==> src/rtl/sfd_pkg.sv <==
package sfd_pkg;

  localparam int RAW_W        = 10;
  localparam int BYTE_W       = 8;
  localparam int FRAME_BYTES  = 25;
  localparam int NUM_CHANNELS = 18;
  localparam int STD_CHANNELS = 16;
  localparam int CHAN_W       = 11;
  localparam int NUM_W        = 5;
  localparam int PULSE_W      = 12;
  localparam int CNT_W        = 32;
  localparam int POS_W        = $clog2(FRAME_BYTES + 1);

  // Bits of the standard channels: bytes 1 through 22 of the frame.
  localparam int CHAN_BITS  = STD_CHANNELS * CHAN_W;
  localparam int CHAN_BYTES = CHAN_BITS / BYTE_W;

  localparam int FLAGS_INDEX   = 23;
  localparam int FLAG_DIG17    = 0;
  localparam int FLAG_DIG18    = 1;
  localparam int FLAG_LOST     = 2;
  localparam int FLAG_FAILSAFE = 3;

  localparam logic [BYTE_W-1:0]  START_BYTE   = 8'h0F;
  localparam logic [CHAN_W-1:0]  DIG_LOW      = 11'd173;
  localparam logic [CHAN_W-1:0]  DIG_HIGH     = 11'd1812;
  localparam logic [PULSE_W-1:0] PULSE_OFFSET = 12'd880;

  // One judged frame, handed from the front part to the back part.
  typedef struct packed {
    logic                 rejected;
    logic                 dig17;
    logic                 dig18;
    logic                 lost;
    logic                 failsafe;
    logic [CHAN_BITS-1:0] chan_bits;
    logic [CNT_W-1:0]     good_count;
    logic [CNT_W-1:0]     lost_count;
    logic [CNT_W-1:0]     error_count;
  } frame_t;

  typedef enum logic {
    BK_IDLE,
    BK_RUN
  } back_state_t;

endpackage

==> src/rtl/sfd_word_if.sv <==
interface sfd_word_if import sfd_pkg::*; ();
  logic             valid;
  logic             ready;
  logic [RAW_W-1:0] raw_word;
  logic             end_of_frame;

  modport source (output valid, output raw_word, output end_of_frame, input ready);
  modport sink (input valid, input raw_word, input end_of_frame, output ready);
endinterface

==> src/rtl/sfd_result_if.sv <==
interface sfd_result_if import sfd_pkg::*; ();
  logic               valid;
  logic               ready;
  logic [NUM_W-1:0]   channel_number;
  logic [CHAN_W-1:0]  channel_value;
  logic [PULSE_W-1:0] channel_pulse;
  logic               frame_rejected;
  logic               signal_lost;
  logic               failsafe_active;
  logic [CNT_W-1:0]   good_count;
  logic [CNT_W-1:0]   lost_count;
  logic [CNT_W-1:0]   error_count;
  logic               last_result;

  modport source (
    output valid, output channel_number, output channel_value, output channel_pulse,
    output frame_rejected, output signal_lost, output failsafe_active,
    output good_count, output lost_count, output error_count, output last_result,
    input ready
  );
  modport sink (
    input valid, input channel_number, input channel_value, input channel_pulse,
    input frame_rejected, input signal_lost, input failsafe_active,
    input good_count, input lost_count, input error_count, input last_result,
    output ready
  );
endinterface

==> src/rtl/sfd_front.sv <==
module sfd_front import sfd_pkg::*; (
  input  logic       clk,
  input  logic       rst,
  sfd_word_if.sink   words,
  input  logic       q_full,
  output logic       push,
  output frame_t     push_data
);

  logic [BYTE_W-1:0] frame_bytes [FRAME_BYTES];
  logic [BYTE_W-1:0] byte_view   [FRAME_BYTES];
  logic [POS_W-1:0]  word_position;
  logic              parity_failed;
  logic [CNT_W-1:0]  good_frames;
  logic [CNT_W-1:0]  lost_frames;
  logic [CNT_W-1:0]  error_frames;

  logic [RAW_W-1:0]  word;
  logic [BYTE_W-1:0] data;
  logic              parity_bad;
  logic              accept;
  logic              rejected;
  logic [BYTE_W-1:0] flags;
  logic              bump_good;
  logic              bump_lost;

  assign words.ready = !q_full;
  assign accept      = words.valid && words.ready;

  assign word       = ~words.raw_word;
  assign data       = word[BYTE_W:1];
  assign parity_bad = (^data) != word[RAW_W-1];

  // The frame as it stands once the current word has been written.
  always_comb begin
    for (int i = 0; i < FRAME_BYTES; i++) begin
      byte_view[i] = (word_position == POS_W'(i)) ? data : frame_bytes[i];
    end
  end

  assign flags     = byte_view[FLAGS_INDEX];
  assign rejected  = parity_failed || parity_bad || (byte_view[0] != START_BYTE);
  assign bump_lost = !rejected && flags[FLAG_LOST];
  assign bump_good = !rejected && !flags[FLAG_LOST] && !flags[FLAG_FAILSAFE];

  assign push = accept && words.end_of_frame;

  always_comb begin
    push_data             = '0;
    push_data.rejected    = rejected;
    push_data.dig17       = flags[FLAG_DIG17];
    push_data.dig18       = flags[FLAG_DIG18];
    push_data.lost        = flags[FLAG_LOST];
    push_data.failsafe    = flags[FLAG_FAILSAFE];
    for (int j = 0; j < CHAN_BYTES; j++) begin
      push_data.chan_bits[j*BYTE_W +: BYTE_W] = byte_view[j+1];
    end
    push_data.good_count  = good_frames + CNT_W'(bump_good);
    push_data.lost_count  = lost_frames + CNT_W'(bump_lost);
    push_data.error_count = error_frames + CNT_W'(rejected);
  end

  always_ff @(posedge clk) begin
    if (rst) begin
      for (int i = 0; i < FRAME_BYTES; i++) begin
        frame_bytes[i] <= '0;
      end
      word_position <= '0;
      parity_failed <= 1'b0;
      good_frames   <= '0;
      lost_frames   <= '0;
      error_frames  <= '0;
    end else if (accept) begin
      if (word_position < POS_W'(FRAME_BYTES)) begin
        frame_bytes[word_position] <= data;
      end
      if (words.end_of_frame) begin
        word_position <= '0;
        parity_failed <= 1'b0;
        good_frames   <= push_data.good_count;
        lost_frames   <= push_data.lost_count;
        error_frames  <= push_data.error_count;
      end else begin
        if (word_position < POS_W'(FRAME_BYTES)) begin
          word_position <= POS_W'(word_position + 1'b1);
        end
        parity_failed <= parity_failed || parity_bad;
      end
    end
  end

endmodule

==> src/rtl/sfd_queue.sv <==
module sfd_queue import sfd_pkg::*; #(
  parameter int DEPTH = 2
) (
  input  logic   clk,
  input  logic   rst,
  input  logic   push,
  input  frame_t push_data,
  output logic   full,
  input  logic   pop,
  output frame_t pop_data,
  output logic   not_empty
);

  localparam int PTR_W = (DEPTH > 1) ? $clog2(DEPTH) : 1;
  localparam int CNT_Q = $clog2(DEPTH + 1);

  frame_t             slots [DEPTH];
  logic [PTR_W-1:0]   wr_ptr;
  logic [PTR_W-1:0]   rd_ptr;
  logic [CNT_Q-1:0]   fill;

  assign full      = fill == CNT_Q'(DEPTH);
  assign not_empty = fill != '0;
  assign pop_data  = slots[rd_ptr];

  always_ff @(posedge clk) begin
    if (push) begin
      slots[wr_ptr] <= push_data;
    end
  end

  always_ff @(posedge clk) begin
    if (rst) begin
      wr_ptr <= '0;
      rd_ptr <= '0;
      fill   <= '0;
    end else begin
      if (push) begin
        wr_ptr <= (wr_ptr == PTR_W'(DEPTH - 1)) ? '0 : PTR_W'(wr_ptr + 1'b1);
      end
      if (pop) begin
        rd_ptr <= (rd_ptr == PTR_W'(DEPTH - 1)) ? '0 : PTR_W'(rd_ptr + 1'b1);
      end
      if (push && !pop) begin
        fill <= CNT_Q'(fill + 1'b1);
      end else if (pop && !push) begin
        fill <= CNT_Q'(fill - 1'b1);
      end
    end
  end

endmodule

==> src/rtl/sfd_back.sv <==
module sfd_back import sfd_pkg::*; (
  input  logic        clk,
  input  logic        rst,
  input  logic        q_valid,
  input  frame_t      q_data,
  output logic        pop,
  sfd_result_if.source results
);

  back_state_t        state;
  back_state_t        state_next;
  frame_t             cur;
  logic [NUM_W-1:0]   chan_idx;
  logic               advance;
  logic               emit;
  logic               last_step;
  logic               dig_bit;
  logic [CHAN_W-1:0]  value;
  logic [CHAN_W+2:0]  times5;
  logic [PULSE_W-1:0] pulse;

  assign advance   = !results.valid || results.ready;
  assign last_step = cur.rejected || (chan_idx == NUM_W'(NUM_CHANNELS - 1));

  always_comb begin
    state_next = state;
    unique case (state)
      BK_IDLE: begin
        if (q_valid) state_next = BK_RUN;
      end
      BK_RUN: begin
        if (advance && last_step) state_next = BK_IDLE;
      end
      default: state_next = BK_IDLE;
    endcase
  end

  always_comb begin
    pop  = (state == BK_IDLE) && q_valid;
    emit = (state == BK_RUN) && advance;
  end

  // Standard channels come off the bottom of the shifted field; the two
  // digital channels follow from their flag bits.
  assign dig_bit = (chan_idx == NUM_W'(NUM_CHANNELS - 1)) ? cur.dig18 : cur.dig17;
  assign value   = (chan_idx < NUM_W'(STD_CHANNELS)) ? cur.chan_bits[CHAN_W-1:0]
                 : (dig_bit ? DIG_HIGH : DIG_LOW);
  assign times5  = {3'b000, value} + {1'b0, value, 2'b00};
  assign pulse   = PULSE_W'(times5[CHAN_W+2:3]) + PULSE_OFFSET;

  always_ff @(posedge clk) begin
    if (rst) begin
      state         <= BK_IDLE;
      results.valid <= 1'b0;
    end else begin
      state <= state_next;
      if (emit) begin
        results.valid <= 1'b1;
      end else if (results.ready) begin
        results.valid <= 1'b0;
      end
    end
  end

  always_ff @(posedge clk) begin
    if (pop) begin
      cur      <= q_data;
      chan_idx <= '0;
    end else if (emit && !last_step) begin
      cur.chan_bits <= cur.chan_bits >> CHAN_W;
      chan_idx      <= NUM_W'(chan_idx + 1'b1);
    end
  end

  always_ff @(posedge clk) begin
    if (emit) begin
      results.good_count  <= cur.good_count;
      results.lost_count  <= cur.lost_count;
      results.error_count <= cur.error_count;
      results.last_result <= last_step;
      if (cur.rejected) begin
        results.channel_number  <= '0;
        results.channel_value   <= '0;
        results.channel_pulse   <= '0;
        results.frame_rejected  <= 1'b1;
        results.signal_lost     <= 1'b0;
        results.failsafe_active <= 1'b0;
      end else begin
        results.channel_number  <= NUM_W'(chan_idx + 1'b1);
        results.channel_value   <= value;
        results.channel_pulse   <= pulse;
        results.frame_rejected  <= 1'b0;
        results.signal_lost     <= cur.lost;
        results.failsafe_active <= cur.failsafe;
      end
    end
  end

endmodule

==> src/rtl/sbus_frame_decoder_top.sv <==
// Decoder for SBUS receiver frames. Each item on the words channel is one
// sampled serial word as it comes off the line, still inverted, and the item
// with end_of_frame set closes the frame. The front part takes one word per
// cycle, checks its even parity, stores its data byte and, on the closing word,
// judges the frame and updates the good, lost and error counters. A judged
// frame goes into a small queue of QUEUE_DEPTH entries. The back part takes one
// frame out of the queue while idle and then gives one result per cycle while
// the results channel is ready: 18 results for an accepted frame (16 standard
// channels, then the two digital channels) or a single result for a rejected
// frame. The back part takes no new frame out of the queue until it has given
// the last result of the current one. Words are accepted at one per cycle
// whenever the queue has room; the words channel stalls only when the queue is
// full, which happens only if closing words arrive faster than the back part
// drains frames. A closing word's frame passes through the queue, the back
// part's frame register and the result registers before its first result
// appears. Bytes that a short frame does not write keep their values from
// earlier frames, and words past the 25th are checked for parity but not stored.
module sbus_frame_decoder_top import sfd_pkg::*; #(
  parameter int QUEUE_DEPTH = 2
) (
  input  logic         clk,
  input  logic         rst,
  sfd_word_if.sink     words,
  sfd_result_if.source results
);

  logic   q_full;
  logic   q_push;
  frame_t q_push_data;
  logic   q_pop;
  frame_t q_pop_data;
  logic   q_valid;

  sfd_front u_front (
    .clk       (clk),
    .rst       (rst),
    .words     (words),
    .q_full    (q_full),
    .push      (q_push),
    .push_data (q_push_data)
  );

  sfd_queue #(
    .DEPTH (QUEUE_DEPTH)
  ) u_queue (
    .clk       (clk),
    .rst       (rst),
    .push      (q_push),
    .push_data (q_push_data),
    .full      (q_full),
    .pop       (q_pop),
    .pop_data  (q_pop_data),
    .not_empty (q_valid)
  );

  sfd_back u_back (
    .clk     (clk),
    .rst     (rst),
    .q_valid (q_valid),
    .q_data  (q_pop_data),
    .pop     (q_pop),
    .results (results)
  );

endmodule

==> src/flat_wrapper.sv <==
// flat-port wrapper written by rule: the top's interface ports become plain ports
module sbus_frame_decoder_top_flat import sfd_pkg::*;
#(
  parameter int QUEUE_DEPTH = 2
)
  (clk, rst, words_valid, words_raw_word, words_end_of_frame, words_ready, results_valid, results_channel_number, results_channel_value, results_channel_pulse, results_frame_rejected, results_signal_lost, results_failsafe_active, results_good_count, results_lost_count, results_error_count, results_last_result, results_ready);
  sfd_word_if words_i ();
  sfd_result_if results_i ();
  input  logic clk;
  input  logic rst;
  input wire logic [$bits(words_i.valid)-1:0] words_valid;
  input wire logic [$bits(words_i.raw_word)-1:0] words_raw_word;
  input wire logic [$bits(words_i.end_of_frame)-1:0] words_end_of_frame;
  output wire logic [$bits(words_i.ready)-1:0] words_ready;
  output wire logic [$bits(results_i.valid)-1:0] results_valid;
  output wire logic [$bits(results_i.channel_number)-1:0] results_channel_number;
  output wire logic [$bits(results_i.channel_value)-1:0] results_channel_value;
  output wire logic [$bits(results_i.channel_pulse)-1:0] results_channel_pulse;
  output wire logic [$bits(results_i.frame_rejected)-1:0] results_frame_rejected;
  output wire logic [$bits(results_i.signal_lost)-1:0] results_signal_lost;
  output wire logic [$bits(results_i.failsafe_active)-1:0] results_failsafe_active;
  output wire logic [$bits(results_i.good_count)-1:0] results_good_count;
  output wire logic [$bits(results_i.lost_count)-1:0] results_lost_count;
  output wire logic [$bits(results_i.error_count)-1:0] results_error_count;
  output wire logic [$bits(results_i.last_result)-1:0] results_last_result;
  input wire logic [$bits(results_i.ready)-1:0] results_ready;
  assign words_i.valid = words_valid;
  assign words_i.raw_word = words_raw_word;
  assign words_i.end_of_frame = words_end_of_frame;
  assign words_ready = words_i.ready;
  assign results_valid = results_i.valid;
  assign results_channel_number = results_i.channel_number;
  assign results_channel_value = results_i.channel_value;
  assign results_channel_pulse = results_i.channel_pulse;
  assign results_frame_rejected = results_i.frame_rejected;
  assign results_signal_lost = results_i.signal_lost;
  assign results_failsafe_active = results_i.failsafe_active;
  assign results_good_count = results_i.good_count;
  assign results_lost_count = results_i.lost_count;
  assign results_error_count = results_i.error_count;
  assign results_last_result = results_i.last_result;
  assign results_i.ready = results_ready;
  sbus_frame_decoder_top #(.QUEUE_DEPTH(QUEUE_DEPTH)) u_core (.clk(clk), .rst(rst), .words(words_i), .results(results_i));
endmodule
==> config.mk <==
export PLATFORM = sky130hd
export DESIGN_NAME = sbus_frame_decoder_top_flat
export DESIGN_NICKNAME = d
export VERILOG_FILES = /design/src/rtl/sfd_pkg.sv /design/src/rtl/sfd_word_if.sv /design/src/rtl/sfd_result_if.sv /design/src/rtl/sfd_front.sv /design/src/rtl/sfd_queue.sv /design/src/rtl/sfd_back.sv /design/src/rtl/sbus_frame_decoder_top.sv /design/src/flat_wrapper.sv
export SDC_FILE = /design/constraint.sdc
export NUM_CORES = 2
export LEC_CHECK = 0
export BUFFER_PORTS_ARGS = -buffer_cell sky130_fd_sc_hd__buf_2
export CAP_MARGIN = 20
export CORE_ASPECT_RATIO = 1.2
export CORE_MARGIN = 10
export CORE_UTILIZATION = 55
export CTS_BUF_LIST = sky130_fd_sc_hd__clkbuf_4 sky130_fd_sc_hd__clkbuf_8
export CTS_CLUSTER_DIAMETER = 150
export DETAILED_ROUTE_END_ITERATION = 16
export HOLD_SLACK_MARGIN = 0.05
export PLACE_DENSITY = 0.81
export SLEW_MARGIN = 10
export SYNTH_ARGS = -nofsm -noshare
export SYNTH_HDL_FRONTEND = slang
export SYNTH_SLANG_ARGS = --single-unit
==> constraint.sdc <==
create_clock -name clk -period 18.1 [get_ports clk]
set_clock_uncertainty 0.15 [all_clocks]
set_input_delay 1.81 -clock clk [delete_from_list [all_inputs] [get_ports clk]]
set_output_delay 1.81 -clock clk [all_outputs]
set_load 0.01 [all_outputs]
Word level (Yosys, flattened, before mapping)
Memory sizes are Yosys's and may differ from the RTL's. A register that Yosys moved wholly into a read port is not among the register bits.
Index checks and enable logic that the tools add are counted.
- register bits: 518
- bits in writable memories: 754
- memories kept: 2
- memory list (name ; depth ; width ; read ports ; clocked after Yosys merged registers in ; wr ports ; line ; RTL):
    u_core.u_queue.slots ; 2 ; 277 ; 1 ; 1 ; 1 ; sfd_queue.sv:17 ; frame_t slots [DEPTH];
    u_core.u_front.frame_bytes ; 25 ; 8 ; 24 ; 0 ; 25 ; sfd_front.sv:10 ; logic [BYTE_W-1:0] frame_bytes [FRAME_BYTES];
- bitwise operators: 2
- reduce and logical (&&, ||, !) cells: 33
- multiplexer cells: 55
- add/sub/neg operators: 11
- magnitude comparators: 2
- equal/unequal tests: 27
- operator list (cell ; count):
    two-way mux 176 bit ; 2
    two-way mux 8 bit ; 24
    adder 32 x 1 -> 32 bit ; 3
    == test 5 bit, second input constant ; 9
    == test 5 x 4 -> 1 bit, second input constant ; 8
    two-way mux 11 bit ; 2
    == test 5 x 3 -> 1 bit, second input constant ; 4
    two-way mux 1 bit ; 20
    two-way mux 5 bit ; 3
    adder 11 x 13 -> 14 bit ; 1
    adder 11 x 10 -> 12 bit, second input constant ; 1
    logical AND 1 bit ; 11
    adder 5 x 1 -> 5 bit, second input constant ; 2
    == test 5 x 2 -> 1 bit, second input constant ; 2
    < comparator 5 bit, second input constant ; 2
    NOT 10 bit ; 1
    nonzero test 2 bit ; 5
    logical NOT 1 bit ; 8
    inequality test 8 x 4 -> 1 bit, second input constant ; 1
    OR reduction 8 bit ; 1
    XOR reduction 8 bit ; 1
    == test 5 x 1 -> 1 bit, second input constant ; 1
    logical NOT 5 bit ; 1
    logical OR 1 bit ; 4
    other kinds (10) ; 13

Longest topological paths before layout
- depth in word-level cells: 9
- mapped depth: 18
- mapped depth without buffers: 16

Modules after synthesis
Synthesis repeated with hierarchy kept, for this count alone.
- cell total of the unflattened synthesis: 3348
- area, all modules: 51505.6 µm²
- modules (own cells, without submodules) (module ; area an instance (µm²) ; cells an instance ; times used):
    sfd_queue ; 21150.3 ; 884 ; 1
    sfd_back ; 15464.8 ; 779 ; 1
    sfd_front ; 14890.5 ; 1685 ; 1

Worst setup path before layout
No wires, ideal clock.
- path kind: input to register
- start point: input port words_valid
- end point: memory u_core.u_queue.slots[0][0] (netlist name), enable pin
- setup slack: 3.050 ns
- arrival: 13.978 ns
- path buffers: 2
- stages on the path: 5
- path through: and2_1 > nand2_1 > clkbuf_1 > clkbuf_1 > nor2_1
- word-level cells in the longest chain between the ends: 4
- RTL lines (item ; line ; RTL):
    start: declaration ; flat_wrapper.sv:11 ; input wire logic [$bits(words_i.valid)-1:0] words_valid;
    logical AND 1 bit ; sfd_front.sv:28 ; assign accept = words.valid && words.ready;
    logical AND 1 bit ; sfd_front.sv:46 ; assign push = accept && words.end_of_frame;
    two-way mux 1 bit ; sfd_queue.sv:27 ; if (push) begin
    two-way mux 1 bit (not written as such) ; sfd_queue.sv:28 ; slots[wr_ptr] <= push_data;
    end: declaration ; sfd_queue.sv:17 ;
Every way passes these cells.

==> reports/metrics.yaml <==
status:
  status: "finished clean"
global_routing:
  antenna_found_initial: 5
  grt_usage_pct: 19.2
  grt_max_degree: 154
  grt_overflow_total: 0
  grt_pass1_vias: 28000
  grt_pass1_wl_um: 154000
floorplanning:
  die_x_um: 294
  start_util_pct: 55.4
  dieArea_mm2: 0.102
  io_pins: 145
  core_mm2: 0.0893
  dieHeight_um: 349
  std_cell_rows: 120
critical_path:
  cp_max_fo: 27
  crit_type: "primary input to flop"
  crit_arrival_ns: 6.39
  startpoint_type: "primary input"
  r2r-start: "u_core.u_front.word_position[1]"
  critPathRequiredTime_ns: 18.49
  end_kind: "flop"
  crit_path_start: "words_raw_word[8]"
place:
  place_hpwl_um: 57700
  gp_congestion: 0.820
  portBuffers: 143
power:
  ir_worst_vdd_v: 0.000118
  p_total_mw: 7.91
  cellLeakagePower_nw: 19.0
  power.density_mw_per_mm2: 144
route:
  vias: 28000
  routedWlPerCell_um: 20.3
  drt_iter0_drc: 2673
  vias_per_cell: 5.68
  drc: 0
  wl_um: 100000
  detail-route-antenna-nets: 0
  drtPass1Iterations: 8
layout:
  drive_above_1_share_pct: 16.1
  fin_nets: 3671
  multiInputGateArea_mm2: 0.0119
  ff_latch_area_mm2: 0.0367
  area_delta_synth_final_pct: 10.6
  n_fill_cell: 6300
yosys:
  synth_area_per_cell_um2: 14.2
  ys_seq_area_share_pct: 74.2
  synth_area_leaders: "edfxtp_1, dfxtp_1, mux2i_1"
  yosysUniqueCellTypes: 67
  netlist_top_cells_count: "edfxtp_1, nand2_1, o21ai_0"
  syn_inst: 3485
  yosysWarningCount: 0
  synth_seq_cells: 1261
  ys.flop_type: "edfxtp_1"
  synth_edf_count: 1147
  synth_area_leader_cell: "edfxtp_1"
  syn-num-nets: 3524
  yosysMostFrequentCell: "edfxtp_1"
  syn-cell-area_mm2: 0.0495
  synth_top_area_share_pct: 69.6
  synthArstFlopShare_pct: 0
clock_tree:
  postCtsSetupBuffers: 0
  cts_buffers: 174
  clockRootBuffer: "clkbuf_8"
  htree_levels: 4
  cts_resized: 0
  insertion_delay_ns: 0.83
  cts.sinks: 1261
  clk_path_buf_depth: 3
  hold_buffers: 0
  clkSlewWorstSetupHoldPaths_ns: 0.07
  cts_tree: "done"
timing:
  fin_crit_ns: 6.01
  setup-tns-final_ns: 0
  setup_viol: 0
  final_max_slew_viol_count: 0
  rsz0062_at_grt: "false"
  worst_pin_slew_ns: 1.13
  fin_crit_sh_pct: 33.2
  slew_headroom_pct: 24.2
  fmax_mhz: 166
  hold_viol: 0
worst_hold_path:
  hp-class: "flop to flop"
  min_from: "u_core.u_back.cur[3]"
flow_run:
  drv_cap: 0
flip-flops by register name, summed over array words and instances (netlist names), 32 cells and up, named ones only:
register and flops:
u_core.u_back.results.error_count 32, u_core.u_front.good_frames 32, u_core.u_front.lost_frames 32, u_core.u_front.frame_bytes 188, u_core.u_front.error_frames 32, u_core.u_back.results.good_count 32
u_core.u_queue.slots 554, u_core.u_back.results.lost_count 32, u_core.u_back.cur 277
critical path, cell delays in order:
cell and delay (ns):
buf_2 0.07, buf_4 0.37, xnor2_1 0.24, xnor2_1 0.44, xnor2_1 0.19, xnor2_1 0.10, nor2_1 0.13, o21ai_0 0.30
nor2b_1 0.38, ha_1 0.27, ha_1 0.22, nand3_1 0.19, nor3_2 0.50, nand3_1 0.37, nor3_2 0.48, nand3_1 0.15
xnor2_1 0.16
cells in the final DEF (no fill, tap or decap), types with 22 or more instances in the layout:
cell / Yosys / routed
dfxtp_1: 114 / 113
clkbuf_8: 0 / 190
ha_1: 23 / 23
nor2_1: 354 / 353
xnor2_1: 86 / 86
buf_4: 0 / 33
buf_2: 7 / 142
nand4_1: 29 / 29
mux2_2: 101 / 101
clkinv_1: 2 / 30
o21bai_1: 22 / 22
a21oi_1: 37 / 37
clkbuf_4: 0 / 66
mux2i_1: 185 / 185
or3_1: 31 / 26
inv_1: 24 / 23
edfxtp_1: 1147 / 1147
xor2_1: 104 / 104
nand2_1: 451 / 450
nand3_1: 54 / 54
o21ai_0: 360 / 360
final timing paths:
check,to,slack (ns),cells after the start
worst max-delay path,u_core.u_queue.slots[0][60],12.09,17
worst min-delay path,u_core.u_back.results.error_count[3],0.26,0
worst max register to register,u_core.u_queue.slots[0][60],12.80,13
worst min register to register,u_core.u_back.results.error_count[3],0.26,0
metal layers:
layer,GRT usage [%],routed length [µm],up-vias
met5,0,48,-
li1,-,-,12900
met2,33.3,51000,1017
met4,9.20,4050,8
met3,3.75,7040,263
met1,22.9,38000,13800
area by class of cell:
cell class | count | share of cell area (%)
tap | 1159 | 2.65
multi-input combinational | 1992 | 21.8
sequential | 1261 | 67.1
clock buffer | 256 | 5.68
timing repair buffer | 177 | 1.82
antenna | 1 | 0.00457
clock inverter | 64 | 0.809
inverter | 26 | 0.183
logic make-up (layout without fill, tap and decap cells):
kind of cell             Yosys count  count (layout)  synth area share, %
buffers and inverters            232             523                 1.78
AND/OR/NAND/NOR                 1034            1034                 8.97
AO/OA/AOI/OAI                    458             458                 5.04
adder cells (fa/ha/maj)           24              24                0.622
XOR/XNOR                         190             190                 3.36
other                              0               1                    0
flip-flops                      1261            1261                 74.2
multiplexers                     286             286                 6.04
report_power, final:
group | switching [mW] | internal (mW) | total, mW
combinational | 1.09 | 0.528 | 1.62
sequential | 0.183 | 3.92 | 4.11
clock | 1.02 | 1.16 | 2.18
total | 2.30 | 5.61 | 7.91
stage by stage:
stage,setup WS (ns),cells,instance area (µm²),hold slack [ns],util [%]
2_1_floorplan,3.05,3485,49500,0.250,-
3_3_place_gp,11.45,4615,51200,0.252,57.3
3_5_place_dp,11.36,4615,51200,0.255,57.3
4_1_cts,12.21,4935,54800,0.262,61.3
5_1_grt,11.79,4936,54800,0.272,61.3
6_report,12.09,4936,54800,0.263,61.3
No activity file was read; power rests on OpenSTA's default activity.
